==> src/hw/rtl/task_table_score_tracker_macros.svh <==
// Assertion macros shared by the task table score tracker RTL.
`ifndef TASK_TABLE_SCORE_TRACKER_MACROS_SVH
`define TASK_TABLE_SCORE_TRACKER_MACROS_SVH

`ifndef SYNTHESIS
// Same-cycle implication, checked out of reset.
`define TTST_ASSERT_NOW(lbl, clk, rst_n, ante, cons) \
    lbl: assert property (@(posedge clk) disable iff (!(rst_n)) (ante) |-> (cons)) \
        else $error("task table score tracker assertion failed");
// Next-cycle implication, checked out of reset.
`define TTST_ASSERT_NEXT(lbl, clk, rst_n, ante, cons) \
    lbl: assert property (@(posedge clk) disable iff (!(rst_n)) (ante) |=> (cons)) \
        else $error("task table score tracker assertion failed");
`else
`define TTST_ASSERT_NOW(lbl, clk, rst_n, ante, cons)
`define TTST_ASSERT_NEXT(lbl, clk, rst_n, ante, cons)
`endif

`endif

==> src/hw/rtl/ttst_pkg.sv <==
// Package with types, constants and helper functions of the task table score tracker.
package ttst_pkg;

    // Table size and derived index width.
    localparam int TABLE_ENTRIES = 32;
    localparam int C_IDX_W       = (TABLE_ENTRIES > 1) ? $clog2(TABLE_ENTRIES) : 1;

    // Field widths.
    localparam int C_ID_W    = 32;
    localparam int C_PER_W   = 32;
    localparam int C_SCORE_W = 32;
    localparam int C_SLOT_W  = 5;
    localparam int C_CNT_W   = 6;
    localparam int C_ADD_W   = 5;

    // Stream payload widths.
    localparam int C_IN_DATA_W  = 64;
    localparam int C_OUT_DATA_W = 144;

    // Request opcodes.
    localparam logic OP_REGISTER = 1'b0;
    localparam logic OP_RUN      = 1'b1;

    // Result status codes.
    localparam logic ST_DONE = 1'b0;
    localparam logic ST_FULL = 1'b1;

    // Controller states.
    typedef enum logic [1:0] {
        S_IDLE,
        S_MATCH,
        S_UPDATE
    } t_state;

    // Commands from the controller to the datapath.
    typedef struct packed {
        logic load;
        logic match;
        logic update;
    } t_ctrl_cmd;

    // Status from the datapath to the controller.
    typedef struct packed {
        logic out_free;
    } t_ctrl_sts;

    // Score increment for a run note: 8 for a period of at most one,
    // otherwise 32 / period + 1, with the quotient taken from ranges.
    function automatic logic [C_ADD_W-1:0] f_run_add(input logic [C_PER_W-1:0] per);
        logic [C_ADD_W-1:0] q;
        q = '0;
        case (per) inside
            [32'd0 : 32'd1]:   q = 5'd7;
            [32'd2 : 32'd2]:   q = 5'd16;
            [32'd3 : 32'd3]:   q = 5'd10;
            [32'd4 : 32'd4]:   q = 5'd8;
            [32'd5 : 32'd5]:   q = 5'd6;
            [32'd6 : 32'd6]:   q = 5'd5;
            [32'd7 : 32'd8]:   q = 5'd4;
            [32'd9 : 32'd10]:  q = 5'd3;
            [32'd11 : 32'd16]: q = 5'd2;
            [32'd17 : 32'd32]: q = 5'd1;
            default:           q = 5'd0;
        endcase
        return q + 5'd1;
    endfunction

endpackage

==> src/hw/rtl/ttst_ctrl.sv <==
// Controller state machine that sequences lookup and update of one request.
module ttst_ctrl
    import ttst_pkg::*;
(
    input  logic      i_clk,
    input  logic      i_rst_n,
    input  logic      i_req_valid,
    input  t_ctrl_sts i_sts,
    output logic      o_req_ready,
    output t_ctrl_cmd o_cmd
);

    t_state r_state;
    t_state n_state;

    // State register.
    always_ff @(posedge i_clk) begin
        if (!i_rst_n) begin
            r_state <= S_IDLE;
        end else begin
            r_state <= n_state;
        end
    end

    // Next-state logic.
    always_comb begin
        n_state = r_state;
        case (r_state)
            S_IDLE: begin
                if (i_req_valid) n_state = S_MATCH;
            end
            S_MATCH: begin
                n_state = S_UPDATE;
            end
            S_UPDATE: begin
                if (i_sts.out_free) n_state = S_IDLE;
            end
            default: begin
                n_state = S_IDLE;
            end
        endcase
    end

    // Output logic.
    always_comb begin
        o_req_ready  = 1'b0;
        o_cmd        = '0;
        case (r_state)
            S_IDLE: begin
                o_req_ready = 1'b1;
                o_cmd.load  = i_req_valid;
            end
            S_MATCH: begin
                o_cmd.match = 1'b1;
            end
            S_UPDATE: begin
                o_cmd.update = i_sts.out_free;
            end
            default: begin
                o_cmd = '0;
            end
        endcase
    end

endmodule

==> src/hw/rtl/ttst_datapath.sv <==
// Datapath with the task table, the id match, the score update and the result register.
module ttst_datapath
    import ttst_pkg::*;
(
    input  logic                   i_clk,
    input  logic                   i_rst_n,
    input  t_ctrl_cmd              i_cmd,
    output t_ctrl_sts              o_sts,
    input  logic                   i_opcode,
    input  logic [C_ID_W-1:0]      i_task_id,
    input  logic [C_PER_W-1:0]     i_period,
    input  logic                   i_out_ready,
    output logic                   o_out_valid,
    output logic                   o_status,
    output logic [C_SLOT_W-1:0]    o_slot,
    output logic [C_SCORE_W-1:0]   o_entry_score,
    output logic [C_CNT_W-1:0]     o_tracked_count,
    output logic [C_SCORE_W-1:0]   o_dispatch_count,
    output logic [C_ID_W-1:0]      o_recent_id,
    output logic [C_SCORE_W-1:0]   o_recent_score
);

    // Request registers.
    logic                 r_op;
    logic [C_ID_W-1:0]    r_id;
    logic [C_PER_W-1:0]   r_per;

    // Table storage.
    logic [TABLE_ENTRIES-1:0] r_valid;
    logic [C_ID_W-1:0]        r_ids    [TABLE_ENTRIES];
    logic [C_SCORE_W-1:0]     r_points [TABLE_ENTRIES];

    // Global counters.
    logic [C_CNT_W-1:0]   r_claimed;
    logic [C_SCORE_W-1:0] r_runs;
    logic [C_ID_W-1:0]    r_latest_id;
    logic [C_SCORE_W-1:0] r_latest_points;

    // Lookup results.
    logic               r_hit;
    logic [C_IDX_W-1:0] r_hit_idx;
    logic               r_has_free;
    logic [C_IDX_W-1:0] r_free_idx;
    logic [C_ADD_W-1:0] r_add;

    // Result register.
    logic                 r_out_valid;
    logic                 r_status;
    logic [C_SLOT_W-1:0]  r_slot;
    logic [C_SCORE_W-1:0] r_score;
    logic [C_CNT_W-1:0]   r_out_claimed;
    logic [C_SCORE_W-1:0] r_out_runs;
    logic [C_ID_W-1:0]    r_out_latest_id;
    logic [C_SCORE_W-1:0] r_out_latest_points;

    // Combinational lookup and update values.
    logic               n_hit;
    logic [C_IDX_W-1:0] n_hit_idx;
    logic               n_has_free;
    logic [C_IDX_W-1:0] n_free_idx;
    logic               w_full;
    logic               w_run;
    logic [C_IDX_W-1:0] w_idx;
    logic [C_SCORE_W-1:0] n_score;
    logic [C_CNT_W-1:0]   n_claimed;
    logic [C_SCORE_W-1:0] n_runs;
    logic [C_ID_W-1:0]    n_latest_id;
    logic [C_SCORE_W-1:0] n_latest_points;
    logic [C_IDX_W+C_SLOT_W-1:0] w_slot_ext;

    // Capture the request when it is accepted.
    always_ff @(posedge i_clk) begin
        if (i_cmd.load) begin
            r_op  <= i_opcode;
            r_id  <= i_task_id;
            r_per <= i_period;
        end
    end

    // Parallel id compare and lowest-index pick of the match and the free entry.
    always_comb begin
        n_hit      = 1'b0;
        n_hit_idx  = '0;
        n_has_free = 1'b0;
        n_free_idx = '0;
        for (int i = TABLE_ENTRIES - 1; i >= 0; i--) begin
            if (r_valid[i] && (r_ids[i] == r_id)) begin
                n_hit     = 1'b1;
                n_hit_idx = C_IDX_W'(i);
            end
            if (!r_valid[i]) begin
                n_has_free = 1'b1;
                n_free_idx = C_IDX_W'(i);
            end
        end
    end

    // Register the lookup outcome and the score increment.
    always_ff @(posedge i_clk) begin
        if (i_cmd.match) begin
            r_hit      <= n_hit;
            r_hit_idx  <= n_hit_idx;
            r_has_free <= n_has_free;
            r_free_idx <= n_free_idx;
            r_add      <= f_run_add(r_per);
        end
    end

    // Score and counter update for the chosen entry.
    always_comb begin
        w_full          = !r_hit && !r_has_free;
        w_run           = (r_op == OP_RUN) && !w_full;
        w_idx           = r_hit ? r_hit_idx : r_free_idx;
        n_score         = (r_hit ? r_points[w_idx] : '0)
                        + ((r_op == OP_RUN) ? C_SCORE_W'(r_add) : '0);
        n_claimed       = (!r_hit && r_has_free) ? r_claimed + 1'b1 : r_claimed;
        n_runs          = w_run ? r_runs + 1'b1 : r_runs;
        n_latest_id     = w_run ? r_id : r_latest_id;
        n_latest_points = w_run ? n_score : r_latest_points;
        w_slot_ext      = {{C_SLOT_W{1'b0}}, w_idx};
    end

    // Table and counter registers.
    always_ff @(posedge i_clk) begin
        if (!i_rst_n) begin
            r_valid         <= '0;
            r_claimed       <= '0;
            r_runs          <= '0;
            r_latest_id     <= '0;
            r_latest_points <= '0;
        end else if (i_cmd.update && !w_full) begin
            r_valid[w_idx]  <= 1'b1;
            r_claimed       <= n_claimed;
            r_runs          <= n_runs;
            r_latest_id     <= n_latest_id;
            r_latest_points <= n_latest_points;
        end
    end

    // Entry payload writes.
    always_ff @(posedge i_clk) begin
        if (i_cmd.update && !w_full) begin
            r_ids[w_idx]    <= r_id;
            r_points[w_idx] <= n_score;
        end
    end

    // Result valid flag: set by an update, cleared when the transaction completes.
    always_ff @(posedge i_clk) begin
        if (!i_rst_n) begin
            r_out_valid <= 1'b0;
        end else if (i_cmd.update) begin
            r_out_valid <= 1'b1;
        end else if (i_out_ready) begin
            r_out_valid <= 1'b0;
        end
    end

    // Result payload.
    always_ff @(posedge i_clk) begin
        if (i_cmd.update) begin
            r_status            <= w_full ? ST_FULL : ST_DONE;
            r_slot              <= w_full ? '0 : w_slot_ext[C_SLOT_W-1:0];
            r_score             <= w_full ? '0 : n_score;
            r_out_claimed       <= n_claimed;
            r_out_runs          <= n_runs;
            r_out_latest_id     <= n_latest_id;
            r_out_latest_points <= n_latest_points;
        end
    end

    assign o_sts.out_free    = !r_out_valid || i_out_ready;
    assign o_out_valid       = r_out_valid;
    assign o_status          = r_status;
    assign o_slot            = r_slot;
    assign o_entry_score     = r_score;
    assign o_tracked_count   = r_out_claimed;
    assign o_dispatch_count  = r_out_runs;
    assign o_recent_id       = r_out_latest_id;
    assign o_recent_score    = r_out_latest_points;

endmodule

==> src/hw/rtl/task_table_score_tracker.sv <==
// Task table score tracker: one result per request, one request in flight at a time.
// Order: capture, registered table compare, then the score update that writes the result register;
// the update waits while the output is not taken. A new request is accepted only after the last update,
// and the output register holds a result while the next is looked up.
// Reset: i_rst_n is synchronous and active low; it clears all entry valid marks,
// the counters, the latest-run record and the result valid flag.
`include "task_table_score_tracker_macros.svh"

module task_table_score_tracker
    import ttst_pkg::*;
(
    input  logic                    i_clk,
    input  logic                    i_rst_n,
    input  logic                    i_s_axis_tvalid,
    output logic                    o_s_axis_tready,
    // [31:0] task_id, [63:32] period
    input  logic [C_IN_DATA_W-1:0]  i_s_axis_tdata,
    // [0] opcode
    input  logic                    i_s_axis_tuser,
    output logic                    o_m_axis_tvalid,
    input  logic                    i_m_axis_tready,
    // [4:0] slot, [36:5] entry_score, [42:37] tracked_count, [74:43] dispatch_count,
    // [106:75] recent_id, [138:107] recent_score, [143:139] zero
    output logic [C_OUT_DATA_W-1:0] o_m_axis_tdata,
    // [0] status
    output logic                    o_m_axis_tuser
);

    t_ctrl_cmd w_cmd;
    t_ctrl_sts w_sts;

    logic                 w_status;
    logic [C_SLOT_W-1:0]  w_slot;
    logic [C_SCORE_W-1:0] w_entry_score;
    logic [C_CNT_W-1:0]   w_tracked_count;
    logic [C_SCORE_W-1:0] w_dispatch_count;
    logic [C_ID_W-1:0]    w_recent_id;
    logic [C_SCORE_W-1:0] w_recent_score;

    // Sequencer.
    ttst_ctrl u_ctrl (
        .i_clk       (i_clk),
        .i_rst_n     (i_rst_n),
        .i_req_valid (i_s_axis_tvalid),
        .i_sts       (w_sts),
        .o_req_ready (o_s_axis_tready),
        .o_cmd       (w_cmd)
    );

    // Table and arithmetic.
    ttst_datapath u_datapath (
        .i_clk            (i_clk),
        .i_rst_n          (i_rst_n),
        .i_cmd            (w_cmd),
        .o_sts            (w_sts),
        .i_opcode         (i_s_axis_tuser),
        .i_task_id        (i_s_axis_tdata[31:0]),
        .i_period         (i_s_axis_tdata[63:32]),
        .i_out_ready      (i_m_axis_tready),
        .o_out_valid      (o_m_axis_tvalid),
        .o_status         (w_status),
        .o_slot           (w_slot),
        .o_entry_score    (w_entry_score),
        .o_tracked_count  (w_tracked_count),
        .o_dispatch_count (w_dispatch_count),
        .o_recent_id      (w_recent_id),
        .o_recent_score   (w_recent_score)
    );

    // Output packing.
    assign o_m_axis_tuser = w_status;
    assign o_m_axis_tdata = {5'b0, w_recent_score, w_recent_id, w_dispatch_count,
                             w_tracked_count, w_entry_score, w_slot};

    // A request is not followed by another in the next cycle.
    `TTST_ASSERT_NEXT(a_one_in_flight, i_clk, i_rst_n,
        i_s_axis_tvalid && o_s_axis_tready, !o_s_axis_tready)
    // A dropped request reports an empty slot and a zero score.
    `TTST_ASSERT_NOW(a_full_zero_fields, i_clk, i_rst_n,
        o_m_axis_tvalid && (o_m_axis_tuser == ST_FULL),
        (w_slot == '0) && (w_entry_score == '0))
    // The table is reported full only when every entry has been claimed.
    `TTST_ASSERT_NOW(a_full_count, i_clk, i_rst_n,
        o_m_axis_tvalid && (o_m_axis_tuser == ST_FULL),
        w_tracked_count == C_CNT_W'(TABLE_ENTRIES))

endmodule
==> config.mk <==
export PLATFORM = sky130hd
export DESIGN_NAME = task_table_score_tracker
export DESIGN_NICKNAME = d
export VERILOG_FILES = /design/src/hw/rtl/ttst_pkg.sv /design/src/hw/rtl/ttst_ctrl.sv /design/src/hw/rtl/ttst_datapath.sv /design/src/hw/rtl/task_table_score_tracker.sv
export VERILOG_INCLUDE_DIRS = /design/src /design/src/hw/rtl
export SDC_FILE = /design/constraint.sdc
export NUM_CORES = 2
export LEC_CHECK = 0
export BUFFER_PORTS_ARGS = -buffer_cell sky130_fd_sc_hd__buf_2
export CAP_MARGIN = 20
export CORE_MARGIN = 5
export CORE_UTILIZATION = 25
export DETAILED_ROUTE_END_ITERATION = 12
export GPL_ROUTABILITY_DRIVEN = 0
export SYNTH_ARGS = -nofsm -noshare
export SYNTH_HDL_FRONTEND = slang
export SYNTH_SLANG_ARGS = --single-unit
export TNS_END_PERCENT = 50
==> constraint.sdc <==
create_clock -name i_clk -period 11.7 [get_ports i_clk]
set_clock_uncertainty 0.05 [all_clocks]
set_input_delay 1.17 -clock i_clk [delete_from_list [all_inputs] [get_ports i_clk]]
set_output_delay 1.17 -clock i_clk [all_outputs]
set_load 0.02 [all_outputs]
==> impl_metrics.csv <==
group,metric,value,unit
place,portBuffers,210,
final_layout,syn2layout_area_growth,17.6,%
hold_path,hp-class,"flop to flop",
final_layout,layout_commonest_cell,"edfxtp_1",
place,hpwl,161000,µm
critical_path,end_kind,"flop",
yosys,synth_edf_count,2270,
detailed_routing,first_iter_violations,5718,
critical_path,crit_fanout,32,
yosys,yosys-top-cells-area,"edfxtp_1 (71%), xnor2_1 (7.9%), mux4_2 (4.1%)",
clocking,path_clk_slew,0.06,ns
yosys,synth_area,96600,µm²
pwr,p_sw,4.19,mW
yosys,yosysWarnings,0,
pwr,p_int,14.7,mW
clocking,clkSinkCount,2407,
yosys,synth.distinct_cells,84,
pwr,switching_share,22.2,%
sta,timing_max_transition_violations_final,0,
yosys,async_reset_ff_share,0,%
floorplanning,dieArea,399000,µm²
critical_path,crit_arrival,8.27,ns
yosys,synth_top_area_share,70.5,%
final_layout,final-seq-area,70900,µm²
pwr,peakVddDrop,0.000112,V
global_route,grt_max_degree,148,
yosys,post-synth-top-area-cell,"edfxtp_1",
yosys,synth_cells,5766,
sta,grt_setup_unrepaired,"false",
sta,tns,0,ns
clocking,cts_tree,"yes",
outcome,status,"finished clean",
clocking,holdBufCountCts,0,
critical_path,worstSetupStartpointType,"flop",
yosys,synth.ff_latch_count,2407,
pwr,combPwrFrac,5.1,%
sta,max_freq,0.126,GHz
critical_path,required,12.03,ns
detailed_routing,drtAntennaViolNets,0,
sta,fin_crit_sh,67.9,%
floorplanning,rows,228,
floorplanning,initial_core_util,25.1,%
clocking,cts_resized,0,
floorplanning,die_x,632,µm
pwr,clock_power_share,44.4,%
final_layout,multiInputGateArea,24500,µm²
detailed_routing,first_pass_iters,6,
yosys,synth_flop_cell,"edfxtp_1",
final_layout,finalNetCount,6215,
sta,period_needed,7.94,ns
yosys,ys_seq_area_share,73.4,%
clocking,post_cts_buffers,0,
final_layout,layout_common_cells,"edfxtp_1 (2270), xnor2_1 (861), nand2_1 (405)",
detailed_routing,post-route-drc-count,0,
sta,finalHoldViolCount,0,
pwr,p_per_area,166,nW/µm²
clocking,numCtsBuffers,269,
job,cap_violations,0,
floorplanning,die_h,632,µm
pwr,power_frac_seq,50.5,%
clocking,root_buffer,"clkbuf_16",
final_layout,design_area,114000,µm²
global_route,grt_use_total,13.3,%
clocking,clk_latency,0.89,ns
place,placedInstanceArea,105000,µm²
global_route,grt_pass1_vias,52843,
yosys,syn_area_per_cell,16.8,µm²
final_layout,drive_above_1_share,16.4,%
detailed_routing,via_per_inst,4.62,
global_route,grt_pass1_wl,392000,µm
final_layout,num-fill-cells,37742,
floorplanning,core_region_area,385000,µm²
clocking,htreeDepth,5,
global_route,overflow,0,
global_route,antenna_found_initial,19,
sta,setup_viol,0,
clocking,cts_buffer_depth,4,
critical_path,worstSetupPathType,"flop to flop",
detailed_routing,wl_per_cell,24.0,µm
sta,relSlewSlack,24.1,%
detailed_routing,totalWireLength,277000,µm
detailed_routing,vias,53336,
sta,worst_pin_slew,1.14,ns
floorplanning,pin_count,216,
pwr,p_leak,35.4,nW
[final timing paths]
path / startpoint / end / slack, ns / depth (start not counted)
min reg2reg: u_datapath.r_latest_id[17] / u_datapath.r_latest_id[17] / 0.41 / 2
max: u_datapath.r_hit / u_datapath.r_points[14][24] / 3.76 / 18
min: u_datapath.r_latest_id[17] / u_datapath.r_latest_id[17] / 0.41 / 2
max reg2reg: u_datapath.r_hit / u_datapath.r_points[14][24] / 3.76 / 18
[per-stage QoR]
step           util (%)  instances  setup WS (ns)  hold slack [ns]  power, mW
2_1_floorplan         -       5770           2.63            0.394       10.3
5_1_grt            29.5      11533           3.35            0.414       19.5
4_1_cts            29.5      11528           3.89            0.372       19.0
6_report           29.5      11540           3.76            0.413       18.9
3_5_place_dp       27.2      11038           3.93            0.409       10.7
3_3_place_gp       27.2      11034           3.88            0.401       10.6
[sequential cells by signal (all words and copies together) (netlist names), 2 cells and up]
name,flops
u_ctrl.r_state,2
u_datapath.o_dispatch_count,32
u_datapath.o_entry_score,32
u_datapath.o_recent_id,32
u_datapath.o_recent_score,32
u_datapath.o_slot,5
u_datapath.o_tracked_count,6
u_datapath.r_add,5
u_datapath.r_claimed,6
u_datapath.r_free_idx,5
u_datapath.r_hit_idx,5
u_datapath.r_id,32
u_datapath.r_ids,1024
u_datapath.r_latest_id,32
u_datapath.r_latest_points,32
u_datapath.r_per,32
u_datapath.r_points,1024
u_datapath.r_runs,32
u_datapath.r_valid,32
[synthesized netlist by cell type, types with 24 or more instances]
cell	number
or3_1	24
nand3_1	96
nor4_1	99
inv_1	66
clkbuf_1	174
nand4_1	242
xor2_1	246
a21oi_1	41
nand2_1	405
o21ai_0	98
buf_4	26
a21boi_0	63
buf_1	49
or4_1	43
mux2i_1	66
o22ai_1	69
o21a_1	35
edfxtp_1	2270
xnor2_1	869
dfxtp_1	137
nor2_1	127
buf_2	25
mux4_2	178
and2_1	41
[power groups by stage]
stage | clock network [mW] | registers, mW | logic (mW)
4_1_cts | 8.56 | 9.53 | 0.967
5_1_grt | 8.91 | 9.52 | 1.02
6_report | 8.38 | 9.53 | 0.960
2_1_floorplan | 0 | 9.75 | 0.539
3_5_place_dp | 0 | 9.71 | 0.963
3_3_place_gp | 0 | 9.71 | 0.939
[per-layer routing]
| layer | track usage [%] | vias up | part of all wire, % |
|---|---|---|---|
| met5 | 0 | - | 0.027 |
| met4 | 4.74 | 12 | 3.7 |
| met3 | 2.20 | 493 | 7.8 |
| met2 | 21.3 | 2316 | 46 |
| met1 | 18.4 | 27844 | 43 |
| li1 | - | 22671 | - |
[logic make-up (layout without fill, tap and decap cells)]
| family | Yosys count | count (layout) | share of synthesized area [%] |
|---|---|---|---|
| compound gates | 417 | 417 | 2.86 |
| buf+inv | 365 | 951 | 1.80 |
| flops | 2407 | 2407 | 73.4 |
| simple gates | 1174 | 1174 | 6.27 |
| mux | 278 | 278 | 5.47 |
| xor+xnor | 1115 | 1115 | 10.1 |
| fa+ha+maj | 9 | 9 | 0.124 |
| other cells | 1 | 14 | 0.00388 |
[final cells by class]
| class | count | share of cell area, % |
|---|---|---|
| repair buffers | 395 | 2.45 |
| clock buffers | 346 | 6.31 |
| flip-flops and latches | 2407 | 62.4 |
| inverters | 66 | 0.218 |
| clock inverters | 144 | 1.36 |
| well taps | 5175 | 5.70 |
| diodes | 9 | 0.0198 |
| multi-input cells | 2998 | 21.5 |
[critical path: stages (launching register included)]
cell      delay, ns
edfxtp_1       0.33
buf_4          0.41
buf_4          0.52
nor4b_2        0.89
nor2_4         0.10
buf_4          0.39
o22a_1         0.30
o21ai_0        0.10
nor4_1         0.08
ha_1           0.34
a21oi_1        0.08
o21bai_1       0.20
a21oi_1        0.19
nor3_1         0.65
nand3_1        0.61
or2_2          0.51
nor3_1         0.25
xor2_1         0.73
inv_1          0.67
Power figures use the tool's default switching activity.
